$ cat src/rtl/lsgs_pkg.sv
// ----------------------------------------------------------------------------
// lsgs_pkg
// Shared types and constants for the greedy load stage selector.
// ----------------------------------------------------------------------------
package lsgs_pkg;

  localparam int STAGE_COUNT = 16;
  localparam int STAGE_W     = $clog2(STAGE_COUNT);
  localparam int DIV_W       = 40;   // dividend and quotient width
  localparam int DVS_W       = 20;   // divisor width
  localparam int CNT_W       = $clog2(DIV_W + 1);

  localparam logic [17:0] MIN_VOLTAGE_RST = 18'd2000;
  localparam logic [9:0]  THRESHOLD_RST   = 10'd5;
  localparam logic [30:0] HELD_ERROR_RST  = 31'h7FFF_FFFF;
  localparam logic [9:0]  MILLI           = 10'd1000;
  localparam logic [29:0] GIGA            = 30'd1_000_000_000;
  localparam logic [19:0] RESID_MAX       = 20'hF_FFFF;
  // ceil(2^48 / 1000), exact floor of x / 1000 for any x below 2^38
  localparam logic [38:0] RECIP_MILLI     = 39'd281474976711;

  typedef enum logic [1:0] {
    REG_MIN_VOLTAGE = 2'd0,
    REG_THRESHOLD   = 2'd1,
    REG_CONST_MODE  = 2'd2
  } cfg_reg_t;

  typedef enum logic [0:0] {
    MODE_WRITE  = 1'b0,
    MODE_SELECT = 1'b1
  } item_mode_t;

  typedef enum logic [2:0] {
    ST_IDLE,
    ST_TGT,
    ST_SCAN,
    ST_PREC,
    ST_PSQR,
    ST_PMUL,
    ST_PCMP,
    ST_EMIT
  } state_t;

  typedef struct packed {
    logic                    start;
    logic [DIV_W-1:0]        dividend;
    logic [DVS_W-1:0]        divisor;
  } div_req_t;

  typedef struct packed {
    logic                    done;
    logic [DIV_W-1:0]        quotient;
  } div_rsp_t;

endpackage

$ cat src/rtl/lsgs_div.sv
// ----------------------------------------------------------------------------
// lsgs_div
// Restoring divider, one quotient bit per cycle.
// ----------------------------------------------------------------------------
module lsgs_div (
  input  logic              clk,
  input  logic              rst,
  input  lsgs_pkg::div_req_t req,
  output lsgs_pkg::div_rsp_t rsp
);
  import lsgs_pkg::*;

  logic             busy;
  logic [CNT_W-1:0] cnt;
  logic [DVS_W-1:0] rem;
  logic [DVS_W-1:0] dvs;
  logic [DIV_W-1:0] quo;
  logic             done;
  logic [DVS_W:0]   rem_sh;
  logic [DVS_W:0]   diff;

  assign rem_sh = {rem, quo[DIV_W-1]};
  assign diff   = rem_sh - {1'b0, dvs};

  always_ff @(posedge clk) begin
    if (rst) begin
      busy <= 1'b0;
      done <= 1'b0;
      cnt  <= '0;
    end else begin
      done <= !req.start && busy && (cnt == CNT_W'(1));
      if (req.start) begin
        busy <= 1'b1;
        cnt  <= CNT_W'(DIV_W);
      end else if (busy) begin
        cnt <= cnt - 1'b1;
        if (cnt == CNT_W'(1)) begin
          busy <= 1'b0;
        end
      end
    end
  end

  always_ff @(posedge clk) begin
    if (req.start) begin
      rem <= '0;
      dvs <= req.divisor;
      quo <= req.dividend;
    end else if (busy) begin
      // no borrow when the shifted remainder covers the divisor
      if (rem_sh >= {1'b0, dvs}) begin
        rem <= diff[DVS_W-1:0];
        quo <= {quo[DIV_W-2:0], 1'b1};
      end else begin
        rem <= rem_sh[DVS_W-1:0];
        quo <= {quo[DIV_W-2:0], 1'b0};
      end
    end
  end

  assign rsp.done     = done;
  assign rsp.quotient = quo;

endmodule

$ cat config.mk
export PLATFORM = sky130hd
export DESIGN_NAME = lsgs_div
export DESIGN_NICKNAME = d
export VERILOG_FILES = /design/src/rtl/lsgs_pkg.sv /design/src/rtl/lsgs_div.sv
export SDC_FILE = /design/constraint.sdc
export NUM_CORES = 1
export LEC_CHECK = 0
export BUFFER_PORTS_ARGS = -buffer_cell sky130_fd_sc_hd__buf_4
export CAP_MARGIN = 20
export CELL_PAD_IN_SITES_DETAIL_PLACEMENT = 2
export CELL_PAD_IN_SITES_GLOBAL_PLACEMENT = 2
export CORE_ASPECT_RATIO = 1.25
export CORE_MARGIN = 2
export CORE_UTILIZATION = 38
export CTS_CLUSTER_DIAMETER = 60
export DETAILED_ROUTE_END_ITERATION = 6
export GPL_ROUTABILITY_DRIVEN = 0
export PLACE_DENSITY_LB_ADDON = 0.1
export SYNTH_ARGS = -nofsm -noshare
export SYNTH_HDL_FRONTEND = slang
export SYNTH_SLANG_ARGS = --single-unit
$ cat constraint.sdc
create_clock -name clk -period 4.2 [get_ports clk]
set_input_delay 0.84 -clock clk [delete_from_list [all_inputs] [get_ports clk]]
set_output_delay 0.84 -clock clk [all_outputs]
set_load 0.03 [all_outputs]
==> impl_metrics.yaml <==
synthesis:
  async_flop_share: 0
  synthTopCellsByArea: "edfxtp_1 38%, dfxtp_1 12%, mux2_2 9.2%"
  synthesis.yosys.warnings: 0
  yosys-top-cells-count: "60 x edfxtp_1, 39 x mux2_2, 34 x nand2_1"
  synth_cell_type_count: 57
  synth-seq-area-share: 0.496
  yosys.area.top_type: "edfxtp_1"
  synth_edf_count: 60
  synthCells: 432
  syn_area_per_cell_um2: 11.0
  synth_ff_type: "edfxtp_1"
  ys_ff_latch: 88
  synth.most_common_cell: "edfxtp_1"
  syn_area_um2: 4760
  synth_nets: 518
  yosysTopAreaCellShare: 0.378
final_layout:
  fin_nets: 617
  seq_area_um2: 2360
  syn_to_final_growth_pct: 26.2
  multi_input_comb_area_um2: 2190
  nFillCells: 1258
  final_area_um2: 6010
  diodes: 0
  finalNonFillerCells: 700
  drive_gt1_frac: 0.323
clocking:
  clk_latency_ps: 350
  htreeDepth: 3
  cts_made_buffers: 9
  root_buffer: "clkbuf_16"
  cts.sinks: 88
  cts_setup_buffers: 0
  post_cts_resized: 0
  clkSlewWorstSetupHoldPaths_ps: 60
  cts_tree: "built"
  cts_hold_buf: 0
  clock_path_buffers: 2
route:
  drc: 0
  detail-route-antenna-nets: 0
  avgViaCountPerCell: 5.48
  wl_per_cell_um: 20.7
  drtIter0Drc: 98
  vias: 3839
  drtPass1Iterations: 4
  wl_um: 14500
grt:
  grt_pass1_wl_um: 23900
  use_met1: 0.246
  grtUsageMet2: 0.451
  gr-usage-met3: 0.0533
  track_usage: 0.228
  grt-busiest-layer: "met2"
  grt_pass1_vias: 4415
  grt_max_degree: 41
  antenna_found_initial: 0
  overflow: 0
floorplan:
  coreArea_um2: 12200
  die_area_um2: 13400
  fp.dieW_um: 104
  initial_utilization: 0.391
  placementRows: 45
  ioPinCount: 104
  die_h_um: 129
placement:
  dp_hpwl_um: 10800
  dp_cells: 684
  portBuffers: 103
  post_dp_cell_area_um2: 5690
sta:
  rsz0062_at_grt: "no"
  timing.setup.tns_ps: 0
  fin_crit_sh: 0.698
  fin_crit_ps: 2930
  setup_viol: 0
  max_slew_margin: 0.451
  drv_slew: 0
  finalClockSkew_ps: 10.2
  fmax_ghz: 0.341
  worst_pin_slew_ps: 823
  final_hold_viol_count: 0
run_status:
  status: "finished, final reports clean"
pwr:
  power_frac_clock: 0.361
  leakagePower_nw: 2.42
  vdd_ir_drop_max_uv: 225
  cell_internal_pwr_mw: 1.71
  power_density_nw_per_um2: 395
  p_comb_frac: 0.195
  netSwitchingFraction: 0.277
  p_switching_mw: 0.658
  finalPower_mw: 2.37
  power.share.sequential: 0.443
setup_path:
  crit_path_start_kind: "flop"
  crit_fanout: 10
  crit_type: "flop to flop"
  cp.arrival_ps: 3190
  crit_required_ps: 4450
  cp-end-kind: "flop"
job:
  drv.max_cap_violation_count: 0
min_path:
  hold_class: "flop to flop"
## metal layers
metal / vias up / share of wire
li1: 1829 / -
met1: 1925 / 0.38
met2: 76 / 0.56
met3: 9 / 0.043
met4: 0 / 0.0090
met5: - / 0
## worst max-delay path: stages, from the launching register on
cell	delay, ps
edfxtp_1	380
inv_1	70
ha_1	220
nand2b_1	180
a211o_1	360
a2111oi_4	570
o31a_1	600
o311ai_0	260
o211ai_1	210
## kinds of logic (layout without fill, tap and decap cells)
logic type | count (synthesis) | count (layout) | synth area share
compound gates | 103 | 103 | 0.162
xor+xnor | 11 | 11 | 0.0202
fa+ha+maj | 23 | 23 | 0.0620
buf+inv | 51 | 155 | 0.0431
flops | 88 | 88 | 0.496
mux | 41 | 41 | 0.0965
simple gates | 115 | 115 | 0.120
## placed cells by master, fill, tap and decap left out, drive strengths merged, types with 2 or more instances in the layout
cell type and n:
buf 109, edfxtp 60, mux2 39, nand2 34, inv 31, dfxtp 28, o21ai 25, nor2 22
ha 22, a21oi 20, nand3 15, clkbuf 13, nor3 10, a32oi 7, o311ai 7, o211ai 6
xor2 6, nand2b 5, a21o 5, xnor2 5, o21a 5, nor4 5, a311oi 5, a211o 4
nand4 4, nor2b 4, and3 4, o31a 3, or4 3, a221oi 3, o31ai 3, a41o 2
nor3b 2, nand4b 2, or3 2, mux2i 2, a2111oi 2
## sequential cells by signal, indices dropped and copies added, names as in the netlist
| signal | flops |
|---|---|
| quo | 40 |
| dvs | 20 |
| rem | 20 |
| cnt | 6 |
| busy | 1 |
| done | 1 |
## through the flow
step	worst slack (ps)	hold WS, ps	util
final	1270	506	0.494
after global routing	982	543	0.494
after CTS	1200	507	0.494
after detailed placement	1260	491	0.468
after global placement	1390	462	0.468
after floorplan	1500	437	-
## final cells by class
cell class,count,share of cell area
Multi-Input combinational cell,293,0.365
Sequential cell,88,0.393
Clock inverter,3,0.00791
Clock buffer,13,0.0450
Inverter,30,0.0187
Timing Repair Buffer,109,0.136
Tap cell,164,0.0341
## final timing paths
| check | startpoint | to | slack [ps] | cells after the start |
|---|---|---|---|---|
| hold reg to reg | rem[10] | rem[10] | 510 | 2 |
| setup reg to reg | quo[39] | rem[12] | 1270 | 8 |
| setup / recovery | quo[39] | rem[12] | 1270 | 8 |
| hold / removal | rem[10] | rem[10] | 510 | 2 |
## power groups by stage
| stage | sequential (mW) | combinational, mW | clock, mW |
|---|---|---|---|
| floorplan | 1.14 | 0.204 | 0 |
| global placement | 1.06 | 0.446 | 0 |
| detailed placement | 1.07 | 0.463 | 0 |
| CTS | 1.05 | 0.470 | 0.879 |
| global route | 1.06 | 0.504 | 0.907 |
| finish | 1.05 | 0.463 | 0.857 |
(Power assumes the default switching activity.)
